[src/rtl/core/smoothed_coeff_biquad_filter_macros.svh]
// ----------------------------------------------------------------------------
// Smoothed-coefficient biquad filter assertion macros
// Shared concurrent assertion forms, clocked on clk_i and disabled in reset.
// ----------------------------------------------------------------------------
`ifndef SMOOTHED_COEFF_BIQUAD_FILTER_MACROS_SVH
`define SMOOTHED_COEFF_BIQUAD_FILTER_MACROS_SVH

// Same-cycle implication.
`define SCBQ_ASSERT_IMP(lbl, ante, cons) \
  lbl: assert property (@(posedge clk_i) disable iff (!rst_ni) (ante) |-> (cons)) \
    else $error("scbq: same-cycle check failed");

// Next-cycle implication.
`define SCBQ_ASSERT_NEXT(lbl, ante, cons) \
  lbl: assert property (@(posedge clk_i) disable iff (!rst_ni) (ante) |=> (cons)) \
    else $error("scbq: next-cycle check failed");

`endif

[src/rtl/core/scbq_pkg.sv]
// ----------------------------------------------------------------------------
// Smoothed-coefficient biquad filter package
// Default widths, register indexes, microcode word and control types.
// ----------------------------------------------------------------------------
package scbq_pkg;

  // Default configuration of the top level.
  localparam int DEF_SAMPLE_WIDTH = 24;
  localparam int DEF_COEFF_WIDTH  = 27;
  localparam int DEF_SMOOTH_BITS  = 16;

  // Retention value after reset.
  localparam int SMOOTH_RESET = 65470;

  // Coefficient bank: b0 b1 b2 a1 a2.
  localparam int NUM_COEFFS = 5;
  localparam int COEF_SEL_W = 3;

  // Configuration register indexes.
  localparam int CFG_IDX_W = 3;
  localparam logic [CFG_IDX_W-1:0] REG_TARGET_B0 = 3'd0;
  localparam logic [CFG_IDX_W-1:0] REG_TARGET_B1 = 3'd1;
  localparam logic [CFG_IDX_W-1:0] REG_TARGET_B2 = 3'd2;
  localparam logic [CFG_IDX_W-1:0] REG_TARGET_A1 = 3'd3;
  localparam logic [CFG_IDX_W-1:0] REG_TARGET_A2 = 3'd4;
  localparam logic [CFG_IDX_W-1:0] REG_SMOOTHING = 3'd5;

  // Coefficient slots in the bank.
  localparam logic [COEF_SEL_W-1:0] COEF_B0 = 3'd0;
  localparam logic [COEF_SEL_W-1:0] COEF_B1 = 3'd1;
  localparam logic [COEF_SEL_W-1:0] COEF_B2 = 3'd2;
  localparam logic [COEF_SEL_W-1:0] COEF_A1 = 3'd3;
  localparam logic [COEF_SEL_W-1:0] COEF_A2 = 3'd4;

  // Microprogram addressing.
  localparam int STEP_W = 5;
  localparam logic [STEP_W-1:0] STEP_IDLE = 5'd0;
  localparam logic [STEP_W-1:0] STEP_OUT  = 5'd17;

  typedef enum logic [1:0] {
    MUL_NONE  = 2'd0,
    MUL_GLIDE = 2'd1,
    MUL_FILT  = 2'd2
  } mul_op_e;

  typedef enum logic [2:0] {
    SRC_X  = 3'd0,
    SRC_X1 = 3'd1,
    SRC_X2 = 3'd2,
    SRC_Y1 = 3'd3,
    SRC_Y2 = 3'd4
  } src_e;

  typedef enum logic [1:0] {
    ACC_NONE = 2'd0,
    ACC_LOAD = 2'd1,
    ACC_ADD  = 2'd2,
    ACC_SUB  = 2'd3
  } acc_op_e;

  typedef enum logic [1:0] {
    JMP_NONE     = 2'd0,
    JMP_NO_INPUT = 2'd1,
    JMP_OUT_BUSY = 2'd2,
    JMP_ALWAYS   = 2'd3
  } jmp_cond_e;

  // One microcode control word.
  typedef struct packed {
    mul_op_e                 mul_op;
    logic [COEF_SEL_W-1:0]   coef_sel;
    src_e                    src;
    logic                    upd_en;
    acc_op_e                 acc_op;
    logic                    take_in;
    logic                    out_load;
    jmp_cond_e               jmp;
    logic [STEP_W-1:0]       jmp_target;
    logic                    last;
  } ucode_t;

  // Datapath controls issued by the sequencer.
  typedef struct packed {
    mul_op_e                 mul_op;
    logic [COEF_SEL_W-1:0]   coef_sel;
    src_e                    src;
    logic                    upd_en;
    acc_op_e                 acc_op;
    logic                    fire_in;
    logic                    fire_out;
  } ctl_t;

endpackage

[src/rtl/core/scbq_ucode_rom.sv]
// ----------------------------------------------------------------------------
// Microcode ROM
// The per-sample program: glide five coefficients, five MACs, output.
// ----------------------------------------------------------------------------
module scbq_ucode_rom (
  input  logic [scbq_pkg::STEP_W-1:0] step_i,
  output scbq_pkg::ucode_t            word_o
);
  import scbq_pkg::*;

  // Plain datapath step that falls through to the next address.
  function automatic ucode_t op_word(mul_op_e m, logic [COEF_SEL_W-1:0] c, src_e s,
                                     logic u, acc_op_e a);
    ucode_t w;
    w            = '0;
    w.mul_op     = m;
    w.coef_sel   = c;
    w.src        = s;
    w.upd_en     = u;
    w.acc_op     = a;
    w.jmp        = JMP_NONE;
    w.jmp_target = STEP_IDLE;
    return w;
  endfunction

  always_comb begin
    word_o            = '0;
    word_o.jmp        = JMP_ALWAYS;
    word_o.jmp_target = STEP_IDLE;
    unique case (step_i)
      // Wait for a sample request.
      5'd0: begin
        word_o            = op_word(MUL_NONE, COEF_B0, SRC_X, 1'b0, ACC_NONE);
        word_o.take_in    = 1'b1;
        word_o.jmp        = JMP_NO_INPUT;
        word_o.jmp_target = STEP_IDLE;
      end
      // Smoother: product step, then update step, per coefficient.
      5'd1:  word_o = op_word(MUL_GLIDE, COEF_B0, SRC_X, 1'b0, ACC_NONE);
      5'd2:  word_o = op_word(MUL_NONE,  COEF_B0, SRC_X, 1'b1, ACC_NONE);
      5'd3:  word_o = op_word(MUL_GLIDE, COEF_B1, SRC_X, 1'b0, ACC_NONE);
      5'd4:  word_o = op_word(MUL_NONE,  COEF_B1, SRC_X, 1'b1, ACC_NONE);
      5'd5:  word_o = op_word(MUL_GLIDE, COEF_B2, SRC_X, 1'b0, ACC_NONE);
      5'd6:  word_o = op_word(MUL_NONE,  COEF_B2, SRC_X, 1'b1, ACC_NONE);
      5'd7:  word_o = op_word(MUL_GLIDE, COEF_A1, SRC_X, 1'b0, ACC_NONE);
      5'd8:  word_o = op_word(MUL_NONE,  COEF_A1, SRC_X, 1'b1, ACC_NONE);
      5'd9:  word_o = op_word(MUL_GLIDE, COEF_A2, SRC_X, 1'b0, ACC_NONE);
      5'd10: word_o = op_word(MUL_NONE,  COEF_A2, SRC_X, 1'b1, ACC_NONE);
      // Filter: each product is accumulated in the step after it is formed.
      5'd11: word_o = op_word(MUL_FILT,  COEF_B0, SRC_X,  1'b0, ACC_NONE);
      5'd12: word_o = op_word(MUL_FILT,  COEF_B1, SRC_X1, 1'b0, ACC_LOAD);
      5'd13: word_o = op_word(MUL_FILT,  COEF_B2, SRC_X2, 1'b0, ACC_ADD);
      5'd14: word_o = op_word(MUL_FILT,  COEF_A1, SRC_Y1, 1'b0, ACC_ADD);
      5'd15: word_o = op_word(MUL_FILT,  COEF_A2, SRC_Y2, 1'b0, ACC_SUB);
      5'd16: word_o = op_word(MUL_NONE,  COEF_B0, SRC_X,  1'b0, ACC_SUB);
      // Round, saturate and load the output once the output slot is free.
      5'd17: begin
        word_o            = op_word(MUL_NONE, COEF_B0, SRC_X, 1'b0, ACC_NONE);
        word_o.out_load   = 1'b1;
        word_o.jmp        = JMP_OUT_BUSY;
        word_o.jmp_target = STEP_OUT;
        word_o.last       = 1'b1;
      end
      default: begin
        word_o            = '0;
        word_o.jmp        = JMP_ALWAYS;
        word_o.jmp_target = STEP_IDLE;
      end
    endcase
  end

endmodule

[src/rtl/core/scbq_sequencer.sv]
// ----------------------------------------------------------------------------
// Microcode sequencer
// Step counter with conditional jumps; turns control words into strobes.
// ----------------------------------------------------------------------------
module scbq_sequencer (
  input  logic            clk_i,
  input  logic            rst_ni,
  input  logic            in_valid_i,
  output logic            in_ready_o,
  input  logic            out_busy_i,
  output scbq_pkg::ctl_t  ctl_o
);
  import scbq_pkg::*;

  logic [STEP_W-1:0] step_q, step_d;
  ucode_t            word;
  logic              jump;

  scbq_ucode_rom u_rom (
    .step_i (step_q),
    .word_o (word)
  );

  // Jump condition of the current word.
  always_comb begin
    unique case (word.jmp)
      JMP_NONE:     jump = 1'b0;
      JMP_NO_INPUT: jump = !in_valid_i;
      JMP_OUT_BUSY: jump = out_busy_i;
      JMP_ALWAYS:   jump = 1'b1;
      default:      jump = 1'b1;
    endcase
  end

  // Next program address.
  always_comb begin
    if (jump) begin
      step_d = word.jmp_target;
    end else if (word.last) begin
      step_d = STEP_IDLE;
    end else begin
      step_d = step_q + STEP_W'(1);
    end
  end

  always_ff @(posedge clk_i or negedge rst_ni) begin
    if (!rst_ni) begin
      step_q <= STEP_IDLE;
    end else begin
      step_q <= step_d;
    end
  end

  // Strobes toward the datapath.
  assign in_ready_o     = word.take_in;
  assign ctl_o.mul_op   = word.mul_op;
  assign ctl_o.coef_sel = word.coef_sel;
  assign ctl_o.src      = word.src;
  assign ctl_o.upd_en   = word.upd_en;
  assign ctl_o.acc_op   = word.acc_op;
  assign ctl_o.fire_in  = word.take_in && in_valid_i;
  assign ctl_o.fire_out = word.out_load && !out_busy_i;

endmodule

[src/rtl/core/scbq_datapath.sv]
// ----------------------------------------------------------------------------
// Filter datapath
// Coefficient bank, histories, shared multiplier, accumulator and output.
// ----------------------------------------------------------------------------
`include "smoothed_coeff_biquad_filter_macros.svh"

module scbq_datapath #(
  parameter int SAMPLE_WIDTH = scbq_pkg::DEF_SAMPLE_WIDTH,
  parameter int COEFF_WIDTH  = scbq_pkg::DEF_COEFF_WIDTH,
  parameter int SMOOTH_BITS  = scbq_pkg::DEF_SMOOTH_BITS,
  parameter int CFG_W        = (COEFF_WIDTH > SMOOTH_BITS + 1) ? COEFF_WIDTH
                                                               : SMOOTH_BITS + 1
) (
  input  logic                             clk_i,
  input  logic                             rst_ni,
  input  scbq_pkg::ctl_t                   ctl_i,
  input  logic                             cfg_we_i,
  input  logic [scbq_pkg::CFG_IDX_W-1:0]   cfg_idx_i,
  input  logic [CFG_W-1:0]                 cfg_wdata_i,
  input  logic [SAMPLE_WIDTH-1:0]          sample_i,
  input  logic                             out_ready_i,
  output logic                             out_valid_o,
  output logic [SAMPLE_WIDTH-1:0]          sample_o,
  output logic                             out_busy_o
);
  import scbq_pkg::*;

  localparam int SW    = SAMPLE_WIDTH;
  localparam int CW    = COEFF_WIDTH;
  localparam int SB    = SMOOTH_BITS;
  localparam int CF    = CW - 5;
  localparam int BW    = (SW > SB + 2) ? SW : SB + 2;
  localparam int AW    = CW + 2;
  localparam int PW    = AW + BW;
  localparam int ACC_W = CW + SW + 3;

  localparam logic [SB:0]              S_ONE     = (SB + 1)'(1) << SB;
  localparam logic [PW-1:0]            GLIDE_RND = PW'(S_ONE - (SB + 1)'(1));
  localparam logic signed [ACC_W-1:0]  ROUND_C   = ACC_W'(64'sd1 <<< (CF - 1));
  localparam logic signed [ACC_W-1:0]  SAT_MAX   = ACC_W'((64'sd1 <<< (SW - 1)) - 64'sd1);
  localparam logic signed [ACC_W-1:0]  SAT_MIN   = -SAT_MAX - ACC_W'(1);
  localparam logic signed [CW-1:0]     COEF_ONE  = CW'(64'sd1 <<< CF);

  // Configuration and filter state.
  logic signed [CW-1:0] target_q [NUM_COEFFS];
  logic        [SB:0]   smooth_q;
  logic signed [CW-1:0] coeff_q  [NUM_COEFFS];
  logic signed [SW-1:0] x_q, x1_q, x2_q, y1_q, y2_q;

  // Arithmetic registers.
  logic signed [PW-1:0]    prod_q;
  logic                    neg_q;
  logic signed [ACC_W-1:0] acc_q;
  logic                    out_valid_q;
  logic        [SW-1:0]    out_q;

  logic signed [CW-1:0]    cur, tgt;
  logic        [SB:0]      keep, one_minus;
  logic signed [CW:0]      diff;
  logic        [CW:0]      mag;
  logic signed [SW-1:0]    src_sample;
  logic signed [AW-1:0]    mul_a;
  logic signed [BW-1:0]    mul_b;
  logic signed [PW-1:0]    mul_p;
  logic        [PW-1:0]    step_sum;
  logic        [CW:0]      step_mag, cur_ext, new_w;
  logic signed [ACC_W-1:0] prod_ext, rnd, y_full;
  logic signed [SW-1:0]    sat_y;

  // Operand fetch for the selected coefficient.
  assign cur       = coeff_q[ctl_i.coef_sel];
  assign tgt       = target_q[ctl_i.coef_sel];
  assign keep      = (smooth_q > S_ONE) ? S_ONE : smooth_q;
  assign one_minus = S_ONE - keep;
  assign diff      = (CW + 1)'(tgt) - (CW + 1)'(cur);
  assign mag       = diff[CW] ? (CW + 1)'(-diff) : (CW + 1)'(diff);

  always_comb begin
    unique case (ctl_i.src)
      SRC_X:   src_sample = x_q;
      SRC_X1:  src_sample = x1_q;
      SRC_X2:  src_sample = x2_q;
      SRC_Y1:  src_sample = y1_q;
      SRC_Y2:  src_sample = y2_q;
      default: src_sample = x_q;
    endcase
  end

  // Shared multiplier operands: glide magnitude times (1 - s), or coefficient
  // times a sample.
  always_comb begin
    if (ctl_i.mul_op == MUL_GLIDE) begin
      mul_a = $signed({1'b0, mag});
      mul_b = BW'($signed({1'b0, one_minus}));
    end else begin
      mul_a = AW'(cur);
      mul_b = BW'(src_sample);
    end
  end

  assign mul_p = mul_a * mul_b;

  // Smoother update: step magnitude rounded up, applied toward the target.
  assign step_sum = prod_q + GLIDE_RND;
  assign step_mag = step_sum[SB +: CW + 1];
  assign cur_ext  = (CW + 1)'(cur);
  assign new_w    = neg_q ? (cur_ext - step_mag) : (cur_ext + step_mag);

  // Output rounding to nearest, ties up, then saturation.
  assign prod_ext = ACC_W'(prod_q);
  assign rnd      = acc_q + ROUND_C;
  assign y_full   = rnd >>> CF;

  always_comb begin
    if (y_full > SAT_MAX) begin
      sat_y = SW'(SAT_MAX);
    end else if (y_full < SAT_MIN) begin
      sat_y = SW'(SAT_MIN);
    end else begin
      sat_y = SW'(y_full);
    end
  end

  // Configuration registers.
  always_ff @(posedge clk_i or negedge rst_ni) begin
    if (!rst_ni) begin
      for (int i = 0; i < NUM_COEFFS; i++) begin
        target_q[i] <= (i == int'(COEF_B0)) ? COEF_ONE : '0;
      end
      smooth_q <= (SB + 1)'(SMOOTH_RESET);
    end else if (cfg_we_i) begin
      if (cfg_idx_i < REG_SMOOTHING) begin
        target_q[cfg_idx_i] <= cfg_wdata_i[CW-1:0];
      end else if (cfg_idx_i == REG_SMOOTHING) begin
        smooth_q <= cfg_wdata_i[SB:0];
      end
    end
  end

  // Working coefficients.
  always_ff @(posedge clk_i or negedge rst_ni) begin
    if (!rst_ni) begin
      for (int i = 0; i < NUM_COEFFS; i++) begin
        coeff_q[i] <= (i == int'(COEF_B0)) ? COEF_ONE : '0;
      end
    end else if (ctl_i.upd_en) begin
      coeff_q[ctl_i.coef_sel] <= new_w[CW-1:0];
    end
  end

  // Histories shift when the result is loaded.
  always_ff @(posedge clk_i or negedge rst_ni) begin
    if (!rst_ni) begin
      x1_q <= '0;
      x2_q <= '0;
      y1_q <= '0;
      y2_q <= '0;
    end else if (ctl_i.fire_out) begin
      x1_q <= x_q;
      x2_q <= x1_q;
      y1_q <= sat_y;
      y2_q <= y1_q;
    end
  end

  // Product, accumulator and sample registers.
  always_ff @(posedge clk_i) begin
    if (ctl_i.fire_in) begin
      x_q <= sample_i;
    end
    if (ctl_i.mul_op != MUL_NONE) begin
      prod_q <= mul_p;
      neg_q  <= diff[CW];
    end
    unique case (ctl_i.acc_op)
      ACC_NONE: acc_q <= acc_q;
      ACC_LOAD: acc_q <= prod_ext;
      ACC_ADD:  acc_q <= acc_q + prod_ext;
      ACC_SUB:  acc_q <= acc_q - prod_ext;
      default:  acc_q <= acc_q;
    endcase
    if (ctl_i.fire_out) begin
      out_q <= sat_y;
    end
  end

  // Output request register.
  always_ff @(posedge clk_i or negedge rst_ni) begin
    if (!rst_ni) begin
      out_valid_q <= 1'b0;
    end else if (ctl_i.fire_out) begin
      out_valid_q <= 1'b1;
    end else if (out_ready_i) begin
      out_valid_q <= 1'b0;
    end
  end

  assign out_valid_o = out_valid_q;
  assign sample_o    = out_q;
  assign out_busy_o  = out_valid_q && !out_ready_i;

  `SCBQ_ASSERT_NEXT(a_load_sets_valid, ctl_i.fire_out, out_valid_q && (out_q == $past(sat_y)))
  `SCBQ_ASSERT_IMP(a_in_out_exclusive, ctl_i.fire_out, !ctl_i.fire_in)
  `SCBQ_ASSERT_NEXT(a_history_shift, ctl_i.fire_out, x1_q == $past(x_q))

endmodule

[src/rtl/core/smoothed_coeff_biquad_filter.sv]
// One sample is processed at a time: a new sample request is taken only after
// the 18-step microprogram, which shares one multiplier, has loaded the result
// of the last one, and the sequencer waits while the output slot is busy.
// Reset (asynchronous, active low) sets b0 to 1.0, the other coefficients,
// both input and output histories to zero, and the targets and retention
// registers to their defaults.
// ----------------------------------------------------------------------------
// Smoothed-coefficient biquad filter
// Direct-form-1 biquad whose coefficients glide toward their targets.
// ----------------------------------------------------------------------------
module smoothed_coeff_biquad_filter #(
  parameter int SAMPLE_WIDTH = scbq_pkg::DEF_SAMPLE_WIDTH,
  parameter int COEFF_WIDTH  = scbq_pkg::DEF_COEFF_WIDTH,
  parameter int SMOOTH_BITS  = scbq_pkg::DEF_SMOOTH_BITS,
  parameter int DATA_W       = ((SAMPLE_WIDTH + 7) / 8) * 8,
  parameter int CFG_W        = (COEFF_WIDTH > SMOOTH_BITS + 1) ? COEFF_WIDTH
                                                               : SMOOTH_BITS + 1
) (
  input  logic                           clk_i,
  input  logic                           rst_ni,
  // Input samples.
  input  logic                           s_axis_tvalid,
  output logic                           s_axis_tready,
  input  logic [DATA_W-1:0]              s_axis_tdata,   // sample_in
  // Filtered samples.
  output logic                           m_axis_tvalid,
  input  logic                           m_axis_tready,
  output logic [DATA_W-1:0]              m_axis_tdata,   // sample_out
  // Register writes.
  input  logic                           cfg_we_i,
  input  logic [scbq_pkg::CFG_IDX_W-1:0] cfg_idx_i,
  input  logic [CFG_W-1:0]               cfg_wdata_i
);
  import scbq_pkg::*;

  ctl_t                    ctl;
  logic                    out_busy;
  logic [SAMPLE_WIDTH-1:0] sample_out;

  scbq_sequencer u_seq (
    .clk_i      (clk_i),
    .rst_ni     (rst_ni),
    .in_valid_i (s_axis_tvalid),
    .in_ready_o (s_axis_tready),
    .out_busy_i (out_busy),
    .ctl_o      (ctl)
  );

  scbq_datapath #(
    .SAMPLE_WIDTH (SAMPLE_WIDTH),
    .COEFF_WIDTH  (COEFF_WIDTH),
    .SMOOTH_BITS  (SMOOTH_BITS),
    .CFG_W        (CFG_W)
  ) u_dp (
    .clk_i       (clk_i),
    .rst_ni      (rst_ni),
    .ctl_i       (ctl),
    .cfg_we_i    (cfg_we_i),
    .cfg_idx_i   (cfg_idx_i),
    .cfg_wdata_i (cfg_wdata_i),
    .sample_i    (s_axis_tdata[SAMPLE_WIDTH-1:0]),
    .out_ready_i (m_axis_tready),
    .out_valid_o (m_axis_tvalid),
    .sample_o    (sample_out),
    .out_busy_o  (out_busy)
  );

  // Result padded with zeros to whole bytes.
  assign m_axis_tdata = DATA_W'(sample_out);

endmodule

[config.mk]
export PLATFORM = sky130hd
export DESIGN_NAME = smoothed_coeff_biquad_filter
export DESIGN_NICKNAME = d
export VERILOG_FILES = /design/src/rtl/core/scbq_pkg.sv /design/src/rtl/core/scbq_ucode_rom.sv /design/src/rtl/core/scbq_sequencer.sv /design/src/rtl/core/scbq_datapath.sv /design/src/rtl/core/smoothed_coeff_biquad_filter.sv
export VERILOG_INCLUDE_DIRS = /design/src /design/src/rtl/core
export SDC_FILE = /design/constraint.sdc
export NUM_CORES = 2
export LEC_CHECK = 0
export BUFFER_PORTS_ARGS = -buffer_cell sky130_fd_sc_hd__buf_2
export CORE_MARGIN = 3
export CORE_UTILIZATION = 40
export DETAILED_ROUTE_END_ITERATION = 16
export HOLD_SLACK_MARGIN = 0.03
export MAX_ROUTING_LAYER = met4
export SETUP_SLACK_MARGIN = 0.3
export SKIP_LAST_GASP = 1
export SYNTH_ARGS = -nofsm -noshare
export SYNTH_HDL_FRONTEND = slang
export SYNTH_SLANG_ARGS = --single-unit
[constraint.sdc]
create_clock -name clk_i -period 16.6 [get_ports clk_i]
set_input_delay 4.98 -clock clk_i [delete_from_list [all_inputs] [get_ports clk_i]]
set_output_delay 4.98 -clock clk_i [all_outputs]
set_load 0.03 [all_outputs]
==> metrics <==
Bufs on Longest Clock Path 3; clk slew on worst S/H paths approximately 0.060 ns; Mapped Area just under 60000 µm²; #FFs+latches synth about 550; Die Ht 386.3 µm; slowest cell delay on critical path 0.66 ns; post-synthesis mux area share 0.06544; Post-Syn Area per Cell 9.384 µm²; Std-Cell Rows about 140; CP Class flop to flop; dpl ws 1.310 ns; clock sink count approximately 550; CP endpoint kind flop; Worst path top cell family by delay compound AO/OA/AOI/OAI gates; register area 14440 µm²; Reg-to-Reg Start u_seq.step_q[0]$_DFF_PN0_; Syn Nets slightly above 7000; Tmin final around 15 ns; GRT Total Usage 0.2612; post-synthesis sequential area ratio 0.2497; WL/cell around 23 µm; drt initial violations 3952; layout cells sized above 1 0.1209; worst slew pin tran 1.329 ns; met2 usage 0.3988; YS warnings 0; status completed; main combinational cell family by area after synthesis adder cells; gr ovfl total 0; Post-synth EDFFs 156; post-synthesis adder-cell area fraction 0.3060; Layout area overhead 8.922%; Async S/R FF share, synth 0.7138; Simple-Gate Fraction of Synth Area 0.1373; R2R cell count between 40 and 50; fin crit share 0.9231; final core occ 0.4417; Final HPWL DP 147600 µm; post-DR vias/cell around 5.6; initial antenna violation count 9; Critical Path Fanout Max 38; post-route ant nets 0; data required time at the worst endpoint approximately 17 ns; fin nets slightly above 7000; fill cell count 13800; Root Driver clkbuf_16; final setup violation count 0; Worst Setup Start Kind flop; Critical Path AT ~16 ns; library cells used by synthesis approximately 120; HP Class flop to flop; first-pass detailed-route iteration total 6; CP endpoint u_dp.prod_q[50]$_DFFE_PP_; Residual DRC 0; commonest non-fill, non-tap cells in the layout nand2_1, inv_1, fa_1; area taken by multi-input logic gates between 30000 and 40000 µm²; Skew-Pair Late Insertion Delay around 0.67 ns; PnR worst setup slack around 1.3 ns; Die W about 390 µm; Synth Area in XOR/XNOR 0.04682; f_max roughly 65 MHz; routed wire length 188800 µm; Max-Cap Viols 0; reg-to-reg critical path endpoint u_dp.prod_q[50]$_DFFE_PP_; RSZ-0062 raised after global routing no; port buffer count 84; Non-Filler Instances between 8000 and 9000; number of global-route vias before repair 45540; commonest non-fill, non-tap cell in the layout nand2_1; Synth Area in Compound Gates 0.1202; M1 GR Usage 0.3381; CTS tree built; GRT met3 Usage 0.04608; placed cell count between 7000 and 8000; first-pass GRT wire length about 280000 µm; worst clock skew between 0.03 and 0.04 ns; Initial Util 0.4055; cts hold-fix bufs 0; CP max-delay cell nand2_1; Ports between 80 and 90; H-tree depth 3; Levels on crit path 48; Critical path origin u_seq.step_q[0]$_DFF_PN0_; vias between 40000 and 50000; main flop type after synthesis dfrtp_1; final hold viol count 0; Die Footprint approximately 150000 µm²; GRT busiest layer met2; Syn Inst Count slightly above 6000; setup TNS after final layout 0 ns; R2R Setup Slk 1.28 ns; Critical path buffers and inverters 8; gpl congestion just under 1; CTS Buf Count between 60 and 70; slew margin rel. 0.1090; largest net degree at the start of global routing approximately 160; core region area between 100000 and 150000 µm²; Final Slew Violations 0
==> flip-flops by register name, summed over array words and instances (netlist names) <==
register / flops
u_dp.x1_q: 24
u_dp.coeff_q: 135
u_dp.smooth_q: 17
u_seq.step_q: 5
u_dp.y1_q: 24
u_dp.target_q: 135
u_dp.prod_q: 53
u_dp.x2_q: 24
u_dp.x_q: 24
u_dp.acc_q: 54
u_dp.sample_o: 24
u_dp.out_valid_o: 1
u_dp.neg_q: 1
u_dp.y2_q: 24
==> per-stage QoR <==
step	hold slack [ns]	instance area (µm²)
4_1_cts	0.4760	62920
3_3_place_gp	0.4575	60540
6_report	0.4737	63000
2_1_floorplan	0.4350	57840
3_5_place_dp	0.4599	60540
5_1_grt	0.4929	62990
==> synth_stat cells (all sizes together), types with 20 or more instances <==
library cell  count  area share
nand2           906       0.059
inv             820       0.053
fa              720        0.25
nor2            434       0.028
dfrtp           373        0.16
a21oi           334       0.029
mux2            289       0.056
ha              261       0.056
o21ai           256       0.022
clkbuf          232       0.016
xnor2           170       0.026
edfxtp          156       0.081
xor2            134       0.020
a21o             95       0.012
nand3            71      0.0062
and2             69      0.0075
nor3             61      0.0056
a211oi           60      0.0082
nor2b            60      0.0065
buf              53      0.0045
mux2i            53      0.0092
nand2b           51      0.0055
o21a             38      0.0049
and3             35      0.0039
nand4            31      0.0034
o31ai            29      0.0039
a31oi            26      0.0033
o21bai           25      0.0032
o211ai           23      0.0032
o221ai           21      0.0033
or3              21      0.0024
a22o             20      0.0030
o22ai            20      0.0022
==> final cells by class <==
cell class	count	area share
flip-flops and latches	545	0.2292
multi-input cells	4508	0.6247
diodes	10	0.0003972
well taps	1890	0.03754
clock inverters	32	0.005978
inverters	823	0.04908
repair buffers	204	0.02133
clock buffers	94	0.03180
==> how the worst min path moves through the flow <==
stage	from	endpoint	slack (ns)	cells past startpoint
after global placement	u_dp.coeff_q[108]$_DFFE_PN0P_	u_dp.coeff_q[108]$_DFFE_PN0P_	0.46	2
after detailed placement	u_dp.x_q[16]$_DFFE_PP_	u_dp.x1_q[16]$_DFFE_PN0P_	0.46	2
final	u_dp.x2_q[4]$_DFFE_PN0P_	u_dp.x2_q[4]$_DFFE_PN0P_	0.47	2
after CTS	u_dp.x2_q[4]$_DFFE_PN0P_	u_dp.x2_q[4]$_DFFE_PN0P_	0.48	2
after global routing	u_dp.y2_q[4]$_DFFE_PN0P_	u_dp.y2_q[4]$_DFFE_PN0P_	0.49	2
after floorplan	u_dp.x_q[1]$_DFFE_PP_	u_dp.x1_q[1]$_DFFE_PN0P_	0.43	2
==> logic make-up (layout without fill, tap and decap cells) <==
family          count (synthesis)  after routing
compound gates               1071           1071
xor+xnor                      304            304
fa+ha+maj                     983            983
buf+inv                      1110           1153
flops                         545            545
mux                           342            342
other cells                     0             10
simple gates                 1808           1808
==> timing repair <==
item,CTS,global route
endpoints found under the hold margin,0,0
setup buffers,0,0
setup endpoints to repair,0,3
gates resized for setup,0,5
==> tightest hold or removal path, stage by stage (launching register included) <==
cell,delay (ns)
dfrtp_1,0.34
nand2_1,0.05
nand2_1,0.05
==> layer usage <==
metal	wire [µm]	vias up
met3	13150	368
li1	-	20210
met5	0	-
met4	10510	0
met1	79620	23120
met2	85560	1568
Power is not shown: default switching activity piles up to over one toggle a cycle in this logic, so the estimate is an artifact.
